===== config.mk =====
export PLATFORM = sky130hd
export DESIGN_NAME = pff_ctrl
export DESIGN_NICKNAME = d
export VERILOG_FILES = /design/src/hw/rtl/pff_pkg.sv /design/src/hw/rtl/pff_ctrl.sv
export SDC_FILE = /design/constraint.sdc
export NUM_CORES = 1
export LEC_CHECK = 0
export BUFFER_PORTS_ARGS = -buffer_cell sky130_fd_sc_hd__buf_4
export CORE_AREA = 2 2 39 41
export DETAILED_ROUTE_END_ITERATION = 8
export DIE_AREA = 0 0 41 43
export GPL_TIMING_DRIVEN = 0
export MAX_ROUTING_LAYER = met4
export PLACE_DENSITY = 0.46
export SLEW_MARGIN = 15
export SYNTH_ARGS = -nofsm -noshare
export SYNTH_HDL_FRONTEND = slang
export SYNTH_SLANG_ARGS = --single-unit

===== constraint.sdc =====
create_clock -name i_clk -period 2.6 [get_ports i_clk]
set_clock_uncertainty 0.2 [all_clocks]
set_input_delay 0.52 -clock i_clk [delete_from_list [all_inputs] [get_ports i_clk]]
set_output_delay 0.52 -clock i_clk [all_outputs]
set_load 0.05 [all_outputs]

===== src/hw/rtl/pff_pkg.sv =====
// Shared types and constants for the Pareto front filter.
package pff_pkg;

    // Default configuration
    localparam int MAX_POINTS_DEF = 64;
    localparam int VALUE_BITS_DEF = 32;

    // Fixed field widths of the item channels
    localparam int COORD_BITS = 32;
    localparam int PIDX_BITS  = 6;
    localparam int SCNT_BITS  = 7;

    // Input item: one point
    typedef struct packed {
        logic [COORD_BITS-1:0] strength;
        logic [COORD_BITS-1:0] cost;
        logic                  last_point;
    } t_in_item;

    // Output item: one survivor
    typedef struct packed {
        logic [PIDX_BITS-1:0] point_index;
        logic [SCNT_BITS-1:0] survivor_count;
        logic                 overflow;
        logic                 last_result;
    } t_out_item;

    // Controller to datapath commands
    typedef struct packed {
        logic load_en;     // take input items into the store
        logic start_eval;  // clear point and survivor counters
        logic read_i;      // read the candidate point
        logic latch_pi;    // capture the candidate point, restart the scan
        logic scan;        // read the next challenger point
        logic finish_i;    // record the candidate's mark, step to next
        logic emit_step;   // offer the next mark to the output register
        logic end_set;     // clear set state after the final emission
    } t_dp_cmd;

    // Datapath to controller status
    typedef struct packed {
        logic acc_last;    // point with last_point accepted this cycle
        logic j_at_end;    // challenger index is the last stored point
        logic i_at_end;    // candidate index is the last stored point
        logic out_free;    // output register can take an item this cycle
    } t_dp_status;

endpackage


===== src/hw/rtl/pff_ctrl.sv =====
// Sequencer for loading, pairwise evaluation and survivor emission.
module pff_ctrl
    import pff_pkg::*;
(
    input  logic       i_clk,
    input  logic       i_rst_n,
    input  t_dp_status i_status,
    output t_dp_cmd    o_cmd
);

    typedef enum logic [5:0] {
        S_LOAD  = 6'b000001,
        S_READI = 6'b000010,
        S_LATCH = 6'b000100,
        S_SCAN  = 6'b001000,
        S_DRAIN = 6'b010000,
        S_EMIT  = 6'b100000
    } t_state;

    t_state r_state, n_state;

    // Next state and commands
    always_comb begin
        n_state = r_state;
        o_cmd   = '0;
        case (r_state)
            S_LOAD: begin
                o_cmd.load_en = 1'b1;
                if (i_status.acc_last) begin
                    o_cmd.start_eval = 1'b1;
                    n_state          = S_READI;
                end
            end
            S_READI: begin
                o_cmd.read_i = 1'b1;
                n_state      = S_LATCH;
            end
            S_LATCH: begin
                o_cmd.latch_pi = 1'b1;
                n_state        = S_SCAN;
            end
            S_SCAN: begin
                o_cmd.scan = 1'b1;
                if (i_status.j_at_end) begin
                    n_state = S_DRAIN;
                end
            end
            S_DRAIN: begin
                o_cmd.finish_i = 1'b1;
                n_state        = i_status.i_at_end ? S_EMIT : S_READI;
            end
            S_EMIT: begin
                o_cmd.emit_step = 1'b1;
                if (i_status.out_free && i_status.i_at_end) begin
                    o_cmd.end_set = 1'b1;
                    n_state       = S_LOAD;
                end
            end
            default: begin
                n_state = S_LOAD;
            end
        endcase
    end

    // State register
    always_ff @(posedge i_clk) begin
        if (!i_rst_n) begin
            r_state <= S_LOAD;
        end else begin
            r_state <= n_state;
        end
    end

endmodule


=== After elaboration in Yosys (flattened, before gate mapping) ===
Index checks and enable logic that the tools add are counted.

* Flip-flop bits (word level): 6
* Input bits: 6
* Output and inout port bits: 8

* Equality and inequality tests: 9
* Multiplexer cells: 13
* Reductions and logical operators: 2

{| class="wikitable"
|+ Operator list
! kind !! count
|-
| $pmux 6 s6 || 1
|-
| $mux 6 || 4
|-
| $eq 6x1->1 const B || 1
|-
| $eq 6x2->1 const B || 1
|-
| $eq 6x3->1 const B || 1
|-
| $eq 6x4->1 const B || 1
|-
| $eq 6x5->1 const B || 1
|-
| $eq 6x6->1 const B || 1
|-
| $mux 1 || 6
|-
| $ne 2x2->1 const B || 3
|-
| $mux 2 || 2
|-
| $reduce_and 3->1 || 1
|-
| $logic_and 1x1->1 || 1
|}

=== Depth between registers and ports, before layout ===
Gate-level depths: netlist (run 1).

* Depth in word-level cells: 3
* Mapped depth: 5
* Depth with buffers taken out: 5

=== Worst setup path before layout (run 1) ===
Ideal clock, no wire load.

* Kind: reg-to-reg
* Start point: reg r_state[0]
* End point: reg r_state[0]
* Arrival time: 2,576 ps
* Path slack: -293 ps
* Stages on the path, launching flop included: 5
* Path buffers: 0
* Period minus slack after synthesis: 2,893 ps
* Cells stage by stage: dfxtp_1 or4_4 nor3b_1 nor4_1 a41o_1

* Word-level cells in the longest chain between the ends: 3
* Elaborated cells between the ends (all ways): 11
* Those cells by class: eq/ne: 9; mux: 1; reduce/logical: 1

{| class="wikitable"
|+ Ends and longest elaborated chain
! element !! line !! source
|-
| start: declaration || pff_ctrl.sv:20 || <nowiki>t_state r_state, n_state;</nowiki>
|-
| start signal: assignment || pff_ctrl.sv:70 || <nowiki>r_state <= n_state;</nowiki>
|-
| $eq 6x6->1, or another cell as far along || pff_ctrl.sv:26 || <nowiki>case (r_state)</nowiki>
|-
| $ne 2x2->1 (no line) || -- ||
|-
| $reduce_and 3->1 (no line) || -- ||
|}

Several ways; a longest one is shown, not always the timed one.
A chain may end at the register's enable or synchronous reset.

==> flow_summary.ini, run 1 <==
[synthesis]
postSynthCellCount = 39
synth_area_per_cell_um2 = 9.400
yosys.cell_types.count = 24
postSynthRegisterBits = 6
synth_area_um2 = 366.6
seq_area_frac_synth = 0.3276
syn_nets = 45
yosys_warnings = 0

[place]
io_buffer_count = 13
gp_routability_congestion = 0.7638
detailed_place.area_um2 = 500.5
placement.setup.worst_slack_ns = 0.2651
half_perimeter_wire_length_of_the_detailed_placement_result_um = 663.2

[timing]
fmax_ghz = 0.3954
finalHoldViolCount = 0
setup_violations = 0
timing.final.crit_period_ns = 2.529
postLayoutSetupSlackWorst_ns = 0.07066
grt_setup_unrepaired = true
layout_worst_path_cycle_share = 0.9728
max_slew.worst_pin.slew_ns = 0.4248
timing.slew.headroom = 0.7156
report.final.slew_viol_count = 0

[global_route]
grtUsageTotal = 0.1214
first_global_vias = 313
grt_first_pass_wirelength_um = 1386
largest_net_degree_at_the_start_of_global_routing = 7
grt_antenna_before_repair = 0
global_route.overflow_total = 0

[drt]
firstDrtPassIters = 4
routed_wire_length_per_instance_um = 11.86
drc = 0
ant_nets = 0
initial_drc_count = 10
routed_via_density = 5.042
via_count = 358
detail_route.wirelength_um = 842

[final_layout]
drive_above_1_share = 0.5818
finalInstanceArea_um2 = 535.5
nets = 63
area_delta_synth_final_pct = 46.08
registers.top_by_ff_count = r_state
layout_commonest_cell = sky130_fd_sc_hd__buf_4
max_ffs_per_register = 6
top_library_cells_by_usage_in_the_layout_fill_and_taps_aside = sky130_fd_sc_hd__buf_4 (12), sky130_fd_sc_hd__dfxtp_1 (6), sky130_fd_sc_hd__inv_1 (4)
antenna-diode-count = 0
reg.largest.list = r_state: 6 flops

[setup_path]
end_kind = primary output
cp-start-kind = flip-flop
r2r_start = r_state[0]
timing_worst_setup_path_type = flip-flop to primary output
crit_path_cell_trace = or4_4, or3b_4, inv_1, buf_4
cp_data_arrival_time_ns = 1.81
critical-path-slowest-cell = sky130_fd_sc_hd__or4_4
worst_setup_path_startpoint = r_state[0]
crit_fanout = 4
cp_data_required_time_ns = 1.88
crit_path_max_incr_delay_ns = 0.58

[power]
power.switching_w = 0.0002546
logic_pwr_share = 0.603
vdd_ir_drop_max_mv = 0.6256
power_density_nw_per_um2 = 1056
pwr-share-clk = 0.149
switching_share = 0.4501
power.sequential.fraction = 0.248
internal-power_w = 0.0003110
p_leak_nw = 0.2213

[clock_tree]
clk_transition_reported_paths_ns = 0.04
number_of_buffers_between_clock_root_and_the_deepest_sink = 2
cts.root.buffer_cell = sky130_fd_sc_hd__clkbuf_4
post_cts_buffers = 0
tritoncts = done
clk_latency_ns = 0.24
total_cts_buffers = 3
htreeDepth = 1
cts.sinks = 6

[flow_run]
max-cap-violations = 0

[floorplan]
core.rowCount = 14
floorplan.initialDensity = 0.2649
core_area_um2 = 1384
design.die.area_um2 = 1763
design.portCount = 14
die-width_um = 41
dieHeight_um = 43

[worst_hold_path]
worstHoldStart = i_status[1]
class_of_the_tightest_hold_or_removal_check = input pin to flip-flop

[status]
outcome = finished clean
## layout make-up
| cell class | instances | area [um2] |
|---|---|---|
| Sequential cell | 6 | 120.1 |
| Tap cell | 16 | 20.02 |
| Inverter | 4 | 15.01 |
| Fill cell | 150 | 848.3 |
| Multi-Input combinational cell | 29 | 256.5 |
| Clock buffer | 3 | 22.52 |
| Timing Repair Buffer | 13 | 101.3 |
## power by group through the flow
stage | sequential, W | combinational, W | clock (W)
after global placement | 0.000140 | 0.000316 | 0
final | 0.000140 | 0.000341 | 0.0000843
after CTS | 0.000139 | 0.000337 | 0.0000883
after detailed placement | 0.000140 | 0.000317 | 0
after global routing | 0.000144 | 0.000365 | 0.0000939
after floorplan | 0.000133 | 0.000249 | 0
## layer usage
metal,up-vias,global-route usage,wire (um)
li1,181,-,-
met1,160,0.1768,393
met2,15,0.1313,374
met3,2,0.04712,64
met4,0,0.08000,10
met5,-,-,0
## metrics by stage
step / util / hold slack, ns / TNS, ns / instances / power [W]
2_1_floorplan: - / 0.4099 / 0 / 39 / 0.0003818
3_3_place_gp: 0.3617 / 0.4779 / 0 / 68 / 0.0004557
3_5_place_dp: 0.3617 / 0.4705 / 0 / 68 / 0.0004567
4_1_cts: 0.3825 / 0.3219 / 0 / 71 / 0.0005644
5_1_grt: 0.3870 / 0.3295 / -0.0002147 / 71 / 0.0006033
6_report: 0.3870 / 0.3335 / 0 / 71 / 0.0005656
## synthesized netlist by cell type
cell | instances | area share
sky130_fd_sc_hd__nor3b_4 | 1 | 0.051
sky130_fd_sc_hd__or2_1 | 1 | 0.017
sky130_fd_sc_hd__or4_1 | 1 | 0.020
sky130_fd_sc_hd__inv_1 | 4 | 0.041
sky130_fd_sc_hd__nor4b_2 | 1 | 0.041
sky130_fd_sc_hd__and2_1 | 1 | 0.017
sky130_fd_sc_hd__nor3_1 | 3 | 0.041
sky130_fd_sc_hd__or3b_1 | 1 | 0.024
sky130_fd_sc_hd__or2_2 | 1 | 0.017
sky130_fd_sc_hd__nor2_1 | 3 | 0.031
sky130_fd_sc_hd__a41o_1 | 1 | 0.027
sky130_fd_sc_hd__nor3b_1 | 2 | 0.041
sky130_fd_sc_hd__nand2_1 | 1 | 0.010
sky130_fd_sc_hd__nand2b_2 | 1 | 0.024
sky130_fd_sc_hd__nor4_1 | 2 | 0.034
sky130_fd_sc_hd__or4_4 | 2 | 0.061
sky130_fd_sc_hd__o21ai_0 | 1 | 0.014
sky130_fd_sc_hd__nand2b_1 | 1 | 0.017
sky130_fd_sc_hd__and4bb_2 | 1 | 0.034
sky130_fd_sc_hd__a2111oi_2 | 1 | 0.041
sky130_fd_sc_hd__dfxtp_1 | 6 | 0.33
sky130_fd_sc_hd__a21oi_1 | 1 | 0.014
sky130_fd_sc_hd__or2b_1 | 1 | 0.020
sky130_fd_sc_hd__nor3b_2 | 1 | 0.034
## critical path, delay by kind of cell, from the launching register on
kind          cells  cell delay (ns)
buf+inv           2             0.24
flops             1             0.34
simple gates      2             0.98
## kinds of logic (layout without fill, tap and decap cells)
kind of cell           after synthesis  after routing  share of synthesized area
AOI/OAI and AO/OA                    4              4                    0.09553
buffers and inverters                4             20                    0.04094
DFF                                  6              6                     0.3277
and+or+nand+nor                     25             25                     0.5358
## worst paths after layout
check | to | slack, ns | depth (start not counted)
hold / removal | r_state[5] | 0.33 | 3
setup reg to reg | r_state[0] | 0.58 | 4
hold reg to reg | r_state[4] | 0.47 | 2
setup / recovery | o_cmd[3] | 0.07 | 4
## what timing repair did
item                       4_1_cts  5_1_grt
cloned                           0        0
setup endpoints to repair        1        2
pin swaps                        0        0
resized for setup                2        2
hold buffers                     0        0
Note: power is estimated with default switching activity, not from simulation.
==> inputs of run 2 (changes only) <==
--- a/config.mk
+++ b/config.mk
@@ -11,7 +11,7 @@
 export DIE_AREA = 0 0 41 43
 export GPL_TIMING_DRIVEN = 0
 export MAX_ROUTING_LAYER = met4
-export PLACE_DENSITY = 0.46
+export PLACE_DENSITY = 0.48
 export SLEW_MARGIN = 15
 export SYNTH_ARGS = -nofsm -noshare
 export SYNTH_HDL_FRONTEND = slang
==> constraint.sdc (replaced) <==
create_clock -name i_clk -period 2.3 [get_ports i_clk]
set_clock_uncertainty 0.2 [all_clocks]
set_input_delay 0.46 -clock i_clk [delete_from_list [all_inputs] [get_ports i_clk]]
set_output_delay 0.46 -clock i_clk [all_outputs]
set_load 0.05 [all_outputs]
==> run 2 against run 1 <==
Critical path depth up 1. Routed wire length up 4.9%. Sequential share of layout area down 2.0 points. Global-route usage up 0.32 points. Sequential cell count unchanged. Die area unchanged. Core utilization up 5.2 points. The run now ends with setup timing left. Cell count up 5.6%. Highest routed layer unchanged.
==> flow_summary.ini, run 2 (same netlist as run 1, synthesis figures left out) <==
[clock_tree]
cts.root.buffer_cell = sky130_fd_sc_hd__clkbuf_4
htreeDepth = 1
number_of_buffers_between_clock_root_and_the_deepest_sink = 2
tritoncts = done
clk_transition_reported_paths_ns = 0.04
total_cts_buffers = 3
cts.sinks = 6
clk_latency_ns = 0.25
postCtsHoldBufs = 0

[global_route]
grt_antenna_before_repair = 0
grtUsageTotal = 0.1246
grt_first_pass_wirelength_um = 1380
first_global_vias = 341
global_route.overflow_total = 0
largest_net_degree_at_the_start_of_global_routing = 7

[final_layout]
drive_above_1_share = 0.6949
area_occupied_by_multi_input_gates_um2 = 264.0
fill_cells = 133
max_ffs_per_register = 6
antenna-diode-count = 0
seqCellArea_um2 = 123.9
top_library_cells_by_usage_in_the_layout_fill_and_taps_aside = sky130_fd_sc_hd__buf_4 (11), sky130_fd_sc_hd__buf_6 (4)
area_delta_synth_final_pct = 65.53
layout_commonest_cell = sky130_fd_sc_hd__buf_4
reg.largest.list = r_state: 6 flops
nets = 67
final_util = 0.4385
registers.top_by_ff_count = r_state

[flow_run]
max-cap-violations = 0

[power]
p_leak_nw = 0.2419
pwr-share-clk = 0.139
totalPowerFinal_w = 0.0007100
power.switching_w = 0.0003126
internal-power_w = 0.0003974
vdd_ir_drop_max_mv = 0.5920
switching_share = 0.4403
logic_pwr_share = 0.634
power.sequential.fraction = 0.227
power_density_nw_per_um2 = 1170

[place]
half_perimeter_wire_length_of_the_detailed_placement_result_um = 668.9
placement.setup.worst_slack_ns = 0.05545
gp_routability_congestion = 0.7236
io_buffer_count = 13

[floorplan]
design.die.area_um2 = 1763
dieHeight_um = 43
core.rowCount = 14
core_area_um2 = 1384
floorplan.initialDensity = 0.2649
design.portCount = 14
die-width_um = 41

[timing]
setup_tns_ns = -0.2443
setup_violations = 3
postLayoutSetupSlackWorst_ns = -0.1235
grt_setup_unrepaired = true
timing.final.crit_period_ns = 2.423
timing.slew.headroom = 0.7109
finalHoldViolCount = 0
report.final.slew_viol_count = 0
fmax_ghz = 0.4126
layout_worst_path_cycle_share = 1.054
max_slew.worst_pin.slew_ns = 0.4318

[worst_hold_path]
class_of_the_tightest_hold_or_removal_check = input pin to flip-flop

[drt]
via_count = 371
drc = 0
detail_route.wirelength_um = 883
firstDrtPassIters = 4
initial_drc_count = 6
routed_wire_length_per_instance_um = 11.77
ant_nets = 0
routed_via_density = 4.947

[setup_path]
cp_data_required_time_ns = 1.64
crit_fanout = 4
cp-start-kind = flip-flop
cp_data_arrival_time_ns = 1.76
timing_worst_setup_path_type = flip-flop to primary output
end_kind = primary output

[status]
outcome = finished, violations left
failed_checks = setup timing
-- run 2: final cells by class --
type                       instances  share of cell area
inverter                           4             0.03093
clock buffer                       3             0.03711
timing repair buffer              17              0.2598
tap                               16             0.03299
sequential                         6              0.2041
multi-input combinational         29              0.4351
-- run 2: stage by stage --
| stage | instance area, um2 | std cells | hold WS [ns] |
|---|---|---|---|
| 6_report | 606.8 | 75 | 0.2656 |
| 5_1_grt | 606.8 | 75 | 0.2762 |
| 3_3_place_gp | 508.0 | 68 | 0.4880 |
| 2_1_floorplan | 390.4 | 39 | 0.4007 |
| 3_5_place_dp | 508.0 | 68 | 0.4796 |
| 4_1_cts | 583.1 | 74 | 0.2680 |
-- run 2: worst paths after layout --
kind	end	from	cells after the start	slack (ns)
max reg2reg	r_state[2]	r_state[5]	5	0.27
min	r_state[5]	i_status[1]	3	0.27
max	o_cmd[6]	r_state[2]	5	-0.12
min reg2reg	r_state[1]	r_state[1]	3	0.52
-- run 2: layer usage --
| layer | track usage | part of all wire | routed length [um] |
|---|---|---|---|
| met4 | 0.1000 | 0.039 | 34 |
| met1 | 0.1484 | 0.43 | 376 |
| met3 | 0.05236 | 0.070 | 62 |
| met2 | 0.1563 | 0.46 | 410 |
| met5 | - | 0 | 0 |
-- run 2: power by group through the flow --
| stage | Combinational (W) | Sequential [W] | Clock (W) |
|---|---|---|---|
| after floorplan | 0.000313 | 0.000151 | 0 |
| after global placement | 0.000391 | 0.000159 | 0 |
| after detailed placement | 0.000389 | 0.000159 | 0 |
| after CTS | 0.000445 | 0.000158 | 0.0000987 |
| after global routing | 0.000478 | 0.000165 | 0.000106 |
| final | 0.000450 | 0.000161 | 0.0000990 |
-- run 2: critical path, cell delays in order, from the launching register on --
cell	delay, ns
sky130_fd_sc_hd__dfxtp_2	0.32
sky130_fd_sc_hd__or4_4	0.55
sky130_fd_sc_hd__or2_4	0.28
sky130_fd_sc_hd__clkinvlp_4	0.09
sky130_fd_sc_hd__and2_4	0.14
sky130_fd_sc_hd__buf_8	0.13
-- run 2: repair_timing --
| action | in CTS | in global routing |
|---|---|---|
| endpoints found under the setup margin | 5 | 5 |
| setup buffers | 3 | 1 |
| gates resized for setup | 10 | 5 |
| pin swaps | 4 | 4 |
==> inputs of run 3 (changes only) <==
--- a/config.mk
+++ b/config.mk
@@ -7,6 +7,7 @@
 export LEC_CHECK = 0
 export BUFFER_PORTS_ARGS = -buffer_cell sky130_fd_sc_hd__buf_4
 export CORE_AREA = 2 2 39 41
+export CTS_BUF_LIST = sky130_fd_sc_hd__clkbuf_8 sky130_fd_sc_hd__clkbuf_16
 export DETAILED_ROUTE_END_ITERATION = 8
 export DIE_AREA = 0 0 41 43
 export GPL_TIMING_DRIVEN = 0
==> run 3 against run 2 <==
The run still ends with setup timing left. Global-route usage shrank 0.21 points. Total power grew 8.5%. Worst setup slack gained 0.052 ns. Critical path type unchanged.
==> flow_summary.ini, run 3 (same netlist as run 1, synthesis figures left out) <==
[place]
gp_routability_congestion = 0.7236
detailed_place.area_um2 = 508.0
half_perimeter_wire_length_of_the_detailed_placement_result_um = 668.9
placement.setup.worst_slack_ns = 0.05545
io_buffer_count = 13

[final_layout]
drive_above_1_share = 0.6780
antenna-diode-count = 0
seqCellArea_um2 = 122.6
finalInstanceArea_um2 = 610.6
area_occupied_by_multi_input_gates_um2 = 257.7
registers.top_by_ff_count = r_state
layout_commonest_cell = sky130_fd_sc_hd__buf_4
top_library_cells_by_usage_in_the_layout_fill_and_taps_aside = sky130_fd_sc_hd__buf_4 (13), sky130_fd_sc_hd__dfxtp_1 (4)
max_ffs_per_register = 6
reg.largest.list = r_state: 6 flops
nets = 67
area_delta_synth_final_pct = 66.55
fill_cells = 133

[timing]
grt_setup_unrepaired = true
fmax_ghz = 0.4217
layout_worst_path_cycle_share = 1.031
setup_violations = 2
setup_tns_ns = -0.1368
finalHoldViolCount = 0
max_slew.worst_pin.slew_ns = 0.4313
report.final.slew_viol_count = 0
timing.slew.headroom = 0.7112
timing.final.crit_period_ns = 2.371
postLayoutSetupSlackWorst_ns = -0.07147

[setup_path]
critical_path.n_buffers_inverters = 2
end_kind = primary output
crit_fanout = 4
cp_top_family = simple AND/OR/NAND/NOR gates
crit_path_max_incr_delay_ns = 0.56
crit_path_cell_trace = or4_4, or3b_4, inv_2, buf_8
cp_data_arrival_time_ns = 1.71
critical-path-slowest-cell = sky130_fd_sc_hd__or4_4
cp-start-kind = flip-flop
timing_worst_setup_path_type = flip-flop to primary output
cp_data_required_time_ns = 1.64

[status]
outcome = finished, violations left
failed_checks = setup timing

[clock_tree]
total_cts_buffers = 3
tritoncts = done
cts.root.buffer_cell = sky130_fd_sc_hd__clkbuf_8
number_of_buffers_between_clock_root_and_the_deepest_sink = 2
clk_latency_ns = 0.22
htreeDepth = 1
cts.sinks = 6
clk_transition_reported_paths_ns = 0.03

[global_route]
grt_antenna_before_repair = 0
largest_net_degree_at_the_start_of_global_routing = 7
first_global_vias = 343
global_route.overflow_total = 0
grtUsageTotal = 0.1226
grt_first_pass_wirelength_um = 1380

[power]
power.switching_w = 0.0003147
power.sequential.fraction = 0.207
switching_share = 0.4086
internal-power_w = 0.0004554
pwr-share-clk = 0.200
power_density_nw_per_um2 = 1261
totalPowerFinal_w = 0.0007701
p_leak_nw = 0.2470
vdd_ir_drop_max_mv = 0.5701
logic_pwr_share = 0.593

[floorplan]
core.rowCount = 14
floorplan.initialDensity = 0.2649
core_area_um2 = 1384
design.portCount = 14
die-width_um = 41
dieHeight_um = 43
design.die.area_um2 = 1763

[flow_run]
max-cap-violations = 0

[drt]
initial_drc_count = 9
routed_wire_length_per_instance_um = 11.47
routed_via_density = 4.987
via_count = 374
drc = 0
firstDrtPassIters = 4
detail_route.wirelength_um = 860
ant_nets = 0

[worst_hold_path]
class_of_the_tightest_hold_or_removal_check = input pin to flip-flop
## run 3: path summary, 6_finish.rpt
| kind | to | startpoint | slack (ns) | depth (start not counted) |
|---|---|---|---|---|
| setup / recovery | o_cmd[3] | r_state[5] | -0.07 | 4 |
| hold / removal | r_state[5] | i_status[1] | 0.30 | 3 |
| setup reg to reg | r_state[2] | r_state[5] | 0.28 | 5 |
| hold reg to reg | r_state[2] | r_state[0] | 0.53 | 2 |
## run 3: repair_timing
action / in CTS / in global routing
pin swaps: 4 / 3
hold buffers: 0 / 0
resized for setup: 9 / 2
setup buffers: 3 / 1
setup endpoints to repair: 5 / 5
## run 3: layout make-up
cell class                      instances  area share
Timing Repair Buffer                   17      0.2459
Inverter                                4     0.03074
Multi-Input combinational cell         29      0.4221
Sequential cell                         6      0.2008
Clock buffer                            3     0.06762
Tap cell                               16     0.03279
## run 3: power by group through the flow
stage	Clock [W]	Combinational, W	Sequential [W]
4_1_cts	0.000158	0.000454	0.000158
5_1_grt	0.000164	0.000483	0.000164
2_1_floorplan	0	0.000313	0.000151
6_report	0.000154	0.000457	0.000159
3_3_place_gp	0	0.000391	0.000159
3_5_place_dp	0	0.000389	0.000159
## run 3: metal layers
layer | share of wire | track usage
met5 | 0 | -
met4 | 0.031 | 0.1000
met3 | 0.074 | 0.03665
met2 | 0.47 | 0.1594
met1 | 0.42 | 0.1484
## run 3: worst min-delay path: cells and delay by family
family,cells,cell delay [ns]
AO/OA/AOI/OAI,1,0.05
buffers and inverters,1,0.09
AND/OR/NAND/NOR,1,0.08
## run 3: per-stage QoR
stage / hold WS [ns] / util / std cells
floorplan: 0.4007 / - / 39
global placement: 0.4880 / 0.3671 / 68
detailed placement: 0.4796 / 0.3671 / 68
CTS: 0.2944 / 0.4322 / 74
global route: 0.3081 / 0.4412 / 75
finish: 0.2977 / 0.4412 / 75
